==> config.mk <==
export PLATFORM = sky130hd
export DESIGN_NAME = fifo_mutex_manager
export DESIGN_NICKNAME = d
export VERILOG_FILES = /design/src/rtl/core/fmm_pkg.sv /design/src/rtl/core/fmm_res_store.sv /design/src/rtl/core/fmm_wait_ram.sv /design/src/rtl/core/fifo_mutex_manager.sv
export SDC_FILE = /design/constraint.sdc
export NUM_CORES = 2
export LEC_CHECK = 0
export BUFFER_PORTS_ARGS = -buffer_cell sky130_fd_sc_hd__buf_2
export CORE_MARGIN = 5
export CORE_UTILIZATION = 42
export CTS_CLUSTER_DIAMETER = 40
export DETAILED_ROUTE_END_ITERATION = 6
export SLEW_MARGIN = 10
export SYNTH_ARGS = -nofsm -noshare
export SYNTH_HDL_FRONTEND = slang
export SYNTH_HIERARCHICAL = 1
export SYNTH_SLANG_ARGS = --single-unit
export TNS_END_PERCENT = 5
==> constraint.sdc <==
create_clock -name clk -period 8.2 [get_ports clk]
set_input_delay 0 -clock clk [delete_from_list [all_inputs] [get_ports clk]]
set_output_delay 0 -clock clk [all_outputs]
set_load 0.05 [all_outputs]
==> src/rtl/core/fmm_pkg.sv <==
// Shared types and constants of the FIFO mutex lock manager.
package fmm_pkg;

  localparam int TASK_W = 6;
  localparam int RES_ID_W = 4;
  localparam int NUM_RESOURCES_DEF = 16;
  localparam int WAIT_DEPTH_DEF = 16;

  typedef enum logic {
    OP_ACQUIRE = 1'b0,
    OP_RELEASE = 1'b1
  } op_t;

  typedef enum logic [2:0] {
    ST_GRANTED  = 3'd0,
    ST_QUEUED   = 3'd1,
    ST_FULL     = 3'd2,
    ST_IDLE     = 3'd3,
    ST_HANDOVER = 3'd4
  } status_t;

  typedef struct packed {
    op_t                 op;
    logic [TASK_W-1:0]   task_id;
    logic [RES_ID_W-1:0] resource_id;
  } req_t;

  typedef struct packed {
    status_t           status;
    logic [TASK_W-1:0] woken_task;
  } rsp_t;

endpackage

==> src/rtl/core/fmm_res_store.sv <==
// Per-resource lock state memory with valid bits that make unwritten entries read as zero.
module fmm_res_store #(
  parameter int DEPTH  = 16,
  parameter int WIDTH  = 20,
  parameter int ADDR_W = 4
) (
  input  logic              clk,
  input  logic              rst,
  input  logic              rd_en,
  input  logic [ADDR_W-1:0] rd_addr,
  output logic [WIDTH-1:0]  rd_data,
  input  logic              wr_en,
  input  logic [ADDR_W-1:0] wr_addr,
  input  logic [WIDTH-1:0]  wr_data
);

  logic [WIDTH-1:0] mem [DEPTH];
  logic [DEPTH-1:0] vld;
  logic [WIDTH-1:0] rd_q;
  logic             rd_vld;

  always_ff @(posedge clk) begin
    if (wr_en) begin
      mem[wr_addr] <= wr_data;
    end
    if (rd_en) begin
      rd_q <= mem[rd_addr];
    end
  end

  always_ff @(posedge clk) begin
    if (rst) begin
      vld    <= '0;
      rd_vld <= 1'b0;
    end else begin
      if (wr_en) begin
        vld[wr_addr] <= 1'b1;
      end
      if (rd_en) begin
        rd_vld <= vld[rd_addr];
      end
    end
  end

  assign rd_data = rd_vld ? rd_q : '0;

endmodule

==> src/rtl/core/fmm_wait_ram.sv <==
// Wait slot memory holding the queued task ids of all resources.
module fmm_wait_ram #(
  parameter int DEPTH  = 256,
  parameter int WIDTH  = 6,
  parameter int ADDR_W = 8
) (
  input  logic              clk,
  input  logic              rd_en,
  input  logic [ADDR_W-1:0] rd_addr,
  output logic [WIDTH-1:0]  rd_data,
  input  logic              wr_en,
  input  logic [ADDR_W-1:0] wr_addr,
  input  logic [WIDTH-1:0]  wr_data
);

  logic [WIDTH-1:0] mem [DEPTH];

  always_ff @(posedge clk) begin
    if (wr_en) begin
      mem[wr_addr] <= wr_data;
    end
    if (rd_en) begin
      rd_data <= mem[rd_addr];
    end
  end

endmodule

==> src/rtl/core/fifo_mutex_manager.sv <==
// Top level of the FIFO mutex lock manager with its control sequencer.
// A transaction reads the resource's entry from the state memory when it is accepted; the
// sequencer then decides, writes the entry back and registers the result.
// A release that hands the lock to a waiter adds a handover step, since the wait slot memory can
// only be read once the queue head has come out of the state memory. A result that is not
// taken holds the sequencer in its last step. The state memory clears through valid bits
// at reset, so the block accepts transactions as soon as reset is released.
module fifo_mutex_manager #(
  parameter int NUM_RESOURCES = fmm_pkg::NUM_RESOURCES_DEF,
  parameter int WAIT_DEPTH    = fmm_pkg::WAIT_DEPTH_DEF
) (
  input  logic          clk,
  input  logic          rst,
  input  logic          req_valid,
  output logic          req_ready,
  input  fmm_pkg::req_t req,
  output logic          rsp_valid,
  input  logic          rsp_ready,
  output fmm_pkg::rsp_t rsp
);

  import fmm_pkg::*;

  localparam int RES_W  = (NUM_RESOURCES > 1) ? $clog2(NUM_RESOURCES) : 1;
  localparam int SLOT_W = (WAIT_DEPTH > 1) ? $clog2(WAIT_DEPTH) : 1;
  localparam int CNT_W  = $clog2(WAIT_DEPTH + 1);
  localparam int SLOTS  = NUM_RESOURCES * WAIT_DEPTH;
  localparam int SA_W   = (SLOTS > 1) ? $clog2(SLOTS) : 1;

  typedef struct packed {
    logic              locked;
    logic [TASK_W-1:0] owner;
    logic [SLOT_W-1:0] head;
    logic [SLOT_W-1:0] tail;
    logic [CNT_W-1:0]  count;
  } ent_t;

  localparam int ENT_W = $bits(ent_t);

  typedef enum logic [1:0] {
    S_IDLE,
    S_EVAL,
    S_HAND
  } state_t;

  state_t            state;
  req_t              item_q;
  logic              in_rng_q;
  logic              acc;
  logic              in_rng;
  logic              out_free;
  logic              emit;
  status_t           res_status;
  logic [TASK_W-1:0] res_woken;
  logic [RES_W-1:0]  res_q;
  ent_t              cur;
  ent_t              st_wdata;
  logic              st_we;
  logic [ENT_W-1:0]  st_rdata;
  logic              sl_re;
  logic              sl_we;
  logic [SA_W-1:0]   sl_base;
  logic [TASK_W-1:0] sl_rdata;
  logic [SLOT_W-1:0] head_next;
  logic [SLOT_W-1:0] tail_next;

  assign req_ready = (state == S_IDLE);
  assign acc       = req_valid && req_ready;
  assign in_rng    = int'(req.resource_id) < NUM_RESOURCES;
  assign out_free  = !rsp_valid || rsp_ready;
  assign res_q     = RES_W'(item_q.resource_id);
  assign cur       = ent_t'(st_rdata);
  assign sl_base   = SA_W'(res_q) * SA_W'(WAIT_DEPTH);
  assign head_next = (cur.head == SLOT_W'(WAIT_DEPTH - 1)) ? '0 : cur.head + 1'b1;
  assign tail_next = (cur.tail == SLOT_W'(WAIT_DEPTH - 1)) ? '0 : cur.tail + 1'b1;

  fmm_res_store #(
    .DEPTH  (NUM_RESOURCES),
    .WIDTH  (ENT_W),
    .ADDR_W (RES_W)
  ) u_res_store (
    .clk     (clk),
    .rst     (rst),
    .rd_en   (acc && in_rng),
    .rd_addr (RES_W'(req.resource_id)),
    .rd_data (st_rdata),
    .wr_en   (st_we),
    .wr_addr (res_q),
    .wr_data (ENT_W'(st_wdata))
  );

  fmm_wait_ram #(
    .DEPTH  (SLOTS),
    .WIDTH  (TASK_W),
    .ADDR_W (SA_W)
  ) u_wait_ram (
    .clk     (clk),
    .rd_en   (sl_re),
    .rd_addr (sl_base + SA_W'(cur.head)),
    .rd_data (sl_rdata),
    .wr_en   (sl_we),
    .wr_addr (sl_base + SA_W'(cur.tail)),
    .wr_data (item_q.task_id)
  );

  always_comb begin
    st_wdata   = cur;
    st_we      = 1'b0;
    sl_we      = 1'b0;
    sl_re      = 1'b0;
    emit       = 1'b0;
    res_status = ST_IDLE;
    res_woken  = '0;
    case (state)
      S_EVAL: begin
        if (!in_rng_q) begin
          emit       = out_free;
          res_status = (item_q.op == OP_RELEASE) ? ST_IDLE : ST_FULL;
        end else if (item_q.op == OP_ACQUIRE) begin
          emit = out_free;
          if (!cur.locked) begin
            res_status      = ST_GRANTED;
            st_wdata.locked = 1'b1;
            st_wdata.owner  = item_q.task_id;
            st_we           = out_free;
          end else if (cur.count == CNT_W'(WAIT_DEPTH)) begin
            res_status = ST_FULL;
          end else begin
            res_status     = ST_QUEUED;
            st_wdata.tail  = tail_next;
            st_wdata.count = cur.count + 1'b1;
            st_we          = out_free;
            sl_we          = out_free;
          end
        end else if (cur.count != '0) begin
          sl_re = 1'b1;
        end else begin
          emit            = out_free;
          res_status      = ST_IDLE;
          st_wdata.locked = 1'b0;
          st_wdata.owner  = '0;
          st_we           = out_free;
        end
      end
      S_HAND: begin
        emit            = out_free;
        res_status      = ST_HANDOVER;
        res_woken       = sl_rdata;
        st_wdata.locked = 1'b1;
        st_wdata.owner  = sl_rdata;
        st_wdata.head   = head_next;
        st_wdata.count  = cur.count - 1'b1;
        st_we           = out_free;
      end
      default: begin
      end
    endcase
  end

  always_ff @(posedge clk) begin
    if (rst) begin
      state     <= S_IDLE;
      rsp_valid <= 1'b0;
    end else begin
      case (state)
        S_IDLE: begin
          if (acc) begin
            state <= S_EVAL;
          end
        end
        S_EVAL: begin
          if (sl_re) begin
            state <= S_HAND;
          end else if (out_free) begin
            state <= S_IDLE;
          end
        end
        S_HAND: begin
          if (out_free) begin
            state <= S_IDLE;
          end
        end
        default: begin
          state <= S_IDLE;
        end
      endcase
      if (emit) begin
        rsp_valid <= 1'b1;
      end else if (rsp_ready) begin
        rsp_valid <= 1'b0;
      end
    end
  end

  always_ff @(posedge clk) begin
    if (acc) begin
      item_q   <= req;
      in_rng_q <= in_rng;
    end
    if (emit) begin
      rsp.status     <= res_status;
      rsp.woken_task <= res_woken;
    end
  end

  assert property (@(posedge clk) disable iff (rst) !(acc && (st_we || sl_we)))
    else $error("State memory written in the cycle a transaction is accepted.");

  assert property (@(posedge clk) disable iff (rst)
    state == S_HAND |-> $past(state) == S_EVAL || $past(state) == S_HAND)
    else $error("Handover step entered without evaluating the resource entry.");

  assert property (@(posedge clk) disable iff (rst) $rose(rsp_valid) |-> $past(state) != S_IDLE)
    else $error("Result raised with no transaction in progress.");

  assert property (@(posedge clk) disable iff (rst) st_we |-> st_wdata.count <= CNT_W'(WAIT_DEPTH))
    else $error("Wait queue count written beyond the queue depth.");

endmodule

Word level (Yosys, flattened, before mapping)
Memories as Yosys holds them, arrays and structs flattened. A register that Yosys moved wholly into a read port is not among the register bits.
Cells that the tools add are included.
{ "classes": {"reduce_logical": 7, "div": 0, "order_cmp": 3, "shift": 0, "addsub": 6, "n_bitwise": 1, "n_mul": 0, "mux": 44, "n_eq_ne": 6} }
{ "ops": {"columns": ["cell", "count"], "rows": [
  ["$mux 9", 3],
  ["$mux 20", 1],
  ["$mux 1", 19],
  ["$add 8x4->8", 2],
  ["$mux 4", 4],
  ["$or 16x16->16", 1],
  ["$mux 7", 2],
  ["$pmux 7 s2", 1],
  ["$lt 4x5->1 const B", 2],
  ["$mux 2", 5],
  ["$pmux 5 s2", 1],
  ["$add 4x1->4 const B", 2],
  ["$eq 4x4->1 const B", 2],
  ["$mux 6", 1],
  ["$pmux 2 s3", 1],
  ["$pmux 3 s2", 1],
  ["$add 5x1->5 const B", 1],
  ["$eq 5x5->1 const B", 1],
  ["$reduce_bool 5->1", 1],
  ["$sub 5x1->5 const B", 1],
  ["$bmux 1 s4", 1],
  ["$demux 1 s4", 1],
  ["$ge 4x1->1 const B", 1],
  ["$pmux 1 s2", 2],
  ["9 further kinds", 10]
]} }
{ "word_totals": {"latch_bits": 0, "register_bits": 40, "inputBits": 15, "word_cells": 78, "memories": 2, "out_inout_bits": 11, "mem_bits_rw": 1856, "romBits": 0} }
{ "memory_table": {"columns": ["name", "depth", "word_bits", "read_ports", "rd_clocked_by_memory_dff", "write_ports", "line_no", "source"], "rows": [
  ["u_wait_ram.mem", 256, 6, 1, 1, 1, "fmm_wait_ram.sv:16", "logic [WIDTH-1:0] mem [DEPTH];"],
  ["u_res_store.mem", 16, 20, 1, 1, 1, "fmm_res_store.sv:17", "logic [WIDTH-1:0] mem [DEPTH];"]
]} }

Depth between registers and ports, before layout
{ "logic_depth": {"ltp_word": 8, "ltp_mapped": 14, "ltp_nobuf": 11} }

Hierarchy
Netlist, hierarchy kept.
{ "modules_own_cells": {"columns": ["mod", "area_per_inst_um2", "seq_area_each_um2", "instances", "cells_per_inst"], "rows": [
  ["fmm_wait_ram", 60133.9, 46304.4, 1, 2964],
  ["fmm_res_store", 13655.6, 10550.1, 1, 576],
  ["fifo_mutex_manager", 1495.2, 660.6, 1, 152]
]} }

Worst setup path before layout
OpenSTA, ideal clock, no wires.
{ "synth_timing": {"path_type": "register to register", "from": "register item_q[9] in the netlist's numbering", "to": "memory u_res_store.mem[0][18], data pin", "t_arrival_ps": 4147, "path_slack_ps": 3763, "stages_incl_launch_ff": 4, "t_required_ps": 7911, "n_path_buf": 0, "cell_sequence": "edfxtp_1 -> nor3b_1 -> nor2_1 -> o2bb2ai_1"} }
{ "synth_lines": {"columns": ["element", "line_no", "source"], "rows": [
  ["start, declared", "fifo_mutex_manager.sv:47", "req_t item_q;"],
  ["start signal, assigned", "fifo_mutex_manager.sv:197", "item_q <= req;"],
  ["end, declared", "fmm_res_store.sv:17", null]
]} }

==> key figures <==
Status
  – Status: finished, final reports clean

Drt
  – Drt first-iter violations: just over 4000
  – Number of remaining DRC errors: 0
  – Final WL: 177000 um
  – Drt first pass iters: 5
  – Routed Antenna Nets: 0
  – Via/cell ratio: 5.89
  – Routed via count: 35800
  – DR WL/cell: a little under 30 um

Critical path
  – CP cell instances: and2_1 -> inv_1 -> ha_1 -> nand4bb_1 -> nand2_1 -> nor2_1 -> buf_4 -> nand4_1 -> buf_4 -> nor2_1
  – Crit start category: flip-flop
  – CP Max Fanout: 19
  – R2r startpoint: u_res_store/rd_vld
  – Crit path depth: 10
  – Worst r2r dst: u_wait_ram/mem[126][0]
  – R2R depth: 10
  – Worst reg2reg setup slack: 3.25 ns
  – CP arrival: 5.42 ns
  – Crit path largest cell delay: between 0.9 and 1 ns
  – Buffer and inverter count on the worst path: 3
  – CP delay by family, top: simple AND/OR/NAND/NOR gates
  – Critical path endpoint: u_wait_ram/mem[126][0]
  – Setup crit end kind: flip-flop
  – Kind of critical path: flip-flop to flip-flop
  – Crit path from: u_res_store/rd_vld
  – Slowest cell on crit path: nand4_1
  – Worst Path Required: 8.67 ns

Final layout
  – Filler cell count: roughly 14000
  – Antenna diode count: 0
  – Final Net Count: roughly 3700
  – Post-route cell area: 0.0813 mm^2
  – Post-Layout Cell Count: 6072
  – Syn-to-layout area delta: 13.9%
  – Share of post-route cells with drive strength above 1: 0.227

STA
  – Max Clock Skew: between 0.04 and 0.05 ns
  – Min Tclk post-route: 4.95 ns
  – Unrepaired setup endpoints after global routing: no
  – Max-slew violations: 0
  – Setup TNS: 0 ns
  – Final setup viols: 0
  – Fmax: 202 MHz
  – Slew margin rel.: 0.195
  – Final Hold Fails: 0
  – Period utilization: 0.604
  – Actual slew at the worst max-slew pin: around 1.2 ns

CTS
  – CTS tree: yes
  – Setup bufs post-CTS: 0
  – Worst-Skew Late Latency: between 0.8 and 0.9 ns
  – CTS Sinks: 1820
  – Worst-path clk slew: 0.06 ns
  – Num CTS Buffers: 207
  – H-tree depth: 4
  – Clock root cell: clkbuf_16
  – CTS Buffer Depth: 3

Pwr
  – Sw Share: 0.216
  – Power density cells: 250 mW/mm^2
  – LEAKAGE: 24.6 nW
  – Total power: 0.0203 W
  – Net Sw Power: 0.00439 W
  – VDD IR max: 0.000204 V
  – Clk pwr share: 0.457
  – Gate power share: 0.037
  – Fraction of power consumed by sequential logic: 0.506
  – P_int: 0.0159 W

Floorplanning
  – Die Y-Extent: 422 um
  – Initial Util: 0.422
  – Num rows: 151
  – Core Footprint: 0.169 mm^2
  – Die width: 422 um
  – I/O pin cnt: 26
  – Die area: 0.178 mm^2

Run
  – Max_cap viols: 0

Synthesis
  – Synthesized area per cell: just over 20 um^2
  – Cells after Synth: about 3500
  – Post-Syn Area: a little over 0.07 mm^2
  – Post-synthesis net count: around 3600
  – Ys Warns: 6

GRT
  – Global-route wire length before repair: 258000 um
  – GRT overflow: 0
  – Met3 GRT Util: 0.0424
  – Most used routing layer in global routing: met2
  – Pin count of the biggest net entering global routing: 177
  – Vias in the first global route: 36300
  – Initial antenna violation count: 7
  – Global-route track usage on met2: 0.313
  – Total track usage: 0.197
  – Met1 Usage GRT: 0.276

Place
  – Placed inst area: approximately 0.074 mm^2
  – IO buf count: 25
  – Hpwl dp: 104000 um
  – Final GP Congestion: ~0.83
  – Cell Count Post-Placement: 5658

Worst hold path
  – Path type of the worst min-delay path: primary input to flip-flop
==> metal layers <==
layer	share of wire	vias to the layer above	wire length, um
li1	-	15000	-
met5	0.00018	-	31
met2	0.48	1435	84900
met3	0.076	286	13500
met1	0.41	19100	73300
met4	0.029	4	5130
==> worst min-delay path by stage <==
stage,from,endpoint,cells after the start
after detailed placement,req[9],item_q[9],1
after floorplan,rst,rsp_valid,1
after global routing,rst,u_res_store/vld[7],3
after CTS,rst,u_res_store/vld[8],3
final,rst,u_res_store/vld[8],3
after global placement,req[7],item_q[7],1
==> per-stage QoR <==
| stage | worst slack [ns] | hold slack, ns | util |
|---|---|---|---|
| after floorplan | 4.15 | 0.0691 | - |
| after global placement | 3.36 | 0.184 | 0.437 |
| after detailed placement | 3.29 | 0.185 | 0.437 |
| after CTS | 3.28 | 0.0654 | 0.480 |
| after global routing | 3.07 | 0.123 | 0.480 |
| final | 3.25 | 0.127 | 0.480 |
==> tightest hold or removal path: stages <==
cell and delay [ns]:
dlygate4sd3_1 0.55, buf_2 0.26, nor2_1 0.13
==> power groups by stage <==
stage	Sequential, W	Combinational [W]	Clock, W
finish	0.0103	0.000747	0.00930
global route	0.0103	0.000790	0.00990
CTS	0.0103	0.000751	0.00945
detailed placement	0.0105	0.000740	0
global placement	0.0105	0.000728	0
floorplan	0.0106	0.000388	0
==> area by class of cell <==
type,instances,area [um^2],area share
clock inverters,149,1650,0.0203
repair buffers,138,1160,0.0143
multi-input cells,1496,15900,0.195
flip-flops and latches,1820,54500,0.670
clock buffers,240,5370,0.0660
inverters,11,41.3,0.000508
well taps,2218,2780,0.0341
==> flip-flops by register name (all words and copies together), names as in the netlist <==
signal and count:
u_wait_ram/rd_data 6, u_wait_ram/mem 1536, res_q 4, u_res_store/rd_vld 1, u_res_store/mem 224, item_q 7, rsp 9, u_res_store/vld 16
u_res_store/rd_q 14, state 2, rsp_valid 1
==> cell usage in the layout, fill, tap and decap left out, types with 22 or more instances in the layout <==
cell type and count:
edfxtp_1 1800, mux4_2 370, nor2_1 333, clkbuf_16 210, mux2i_1 112, nand2_1 86
a22oi_1 80, buf_4 79, a21oi_1 55, nand3_1 50, o21ai_0 39, mux4_1 33
clkinv_1 31, clkbuf_1 30, and2_1 29, clkinv_2 28, o221ai_1 28, o22ai_1 25
dlygate4sd3_1 25, buf_2 24, mux2_2 22
==> timing repair <==
action | CTS | global route
hold buffers | 25 | 0
gates resized for setup | 0 | 0
endpoints found under the hold margin | 70 | 0
Power figures use the tool's default switching activity.
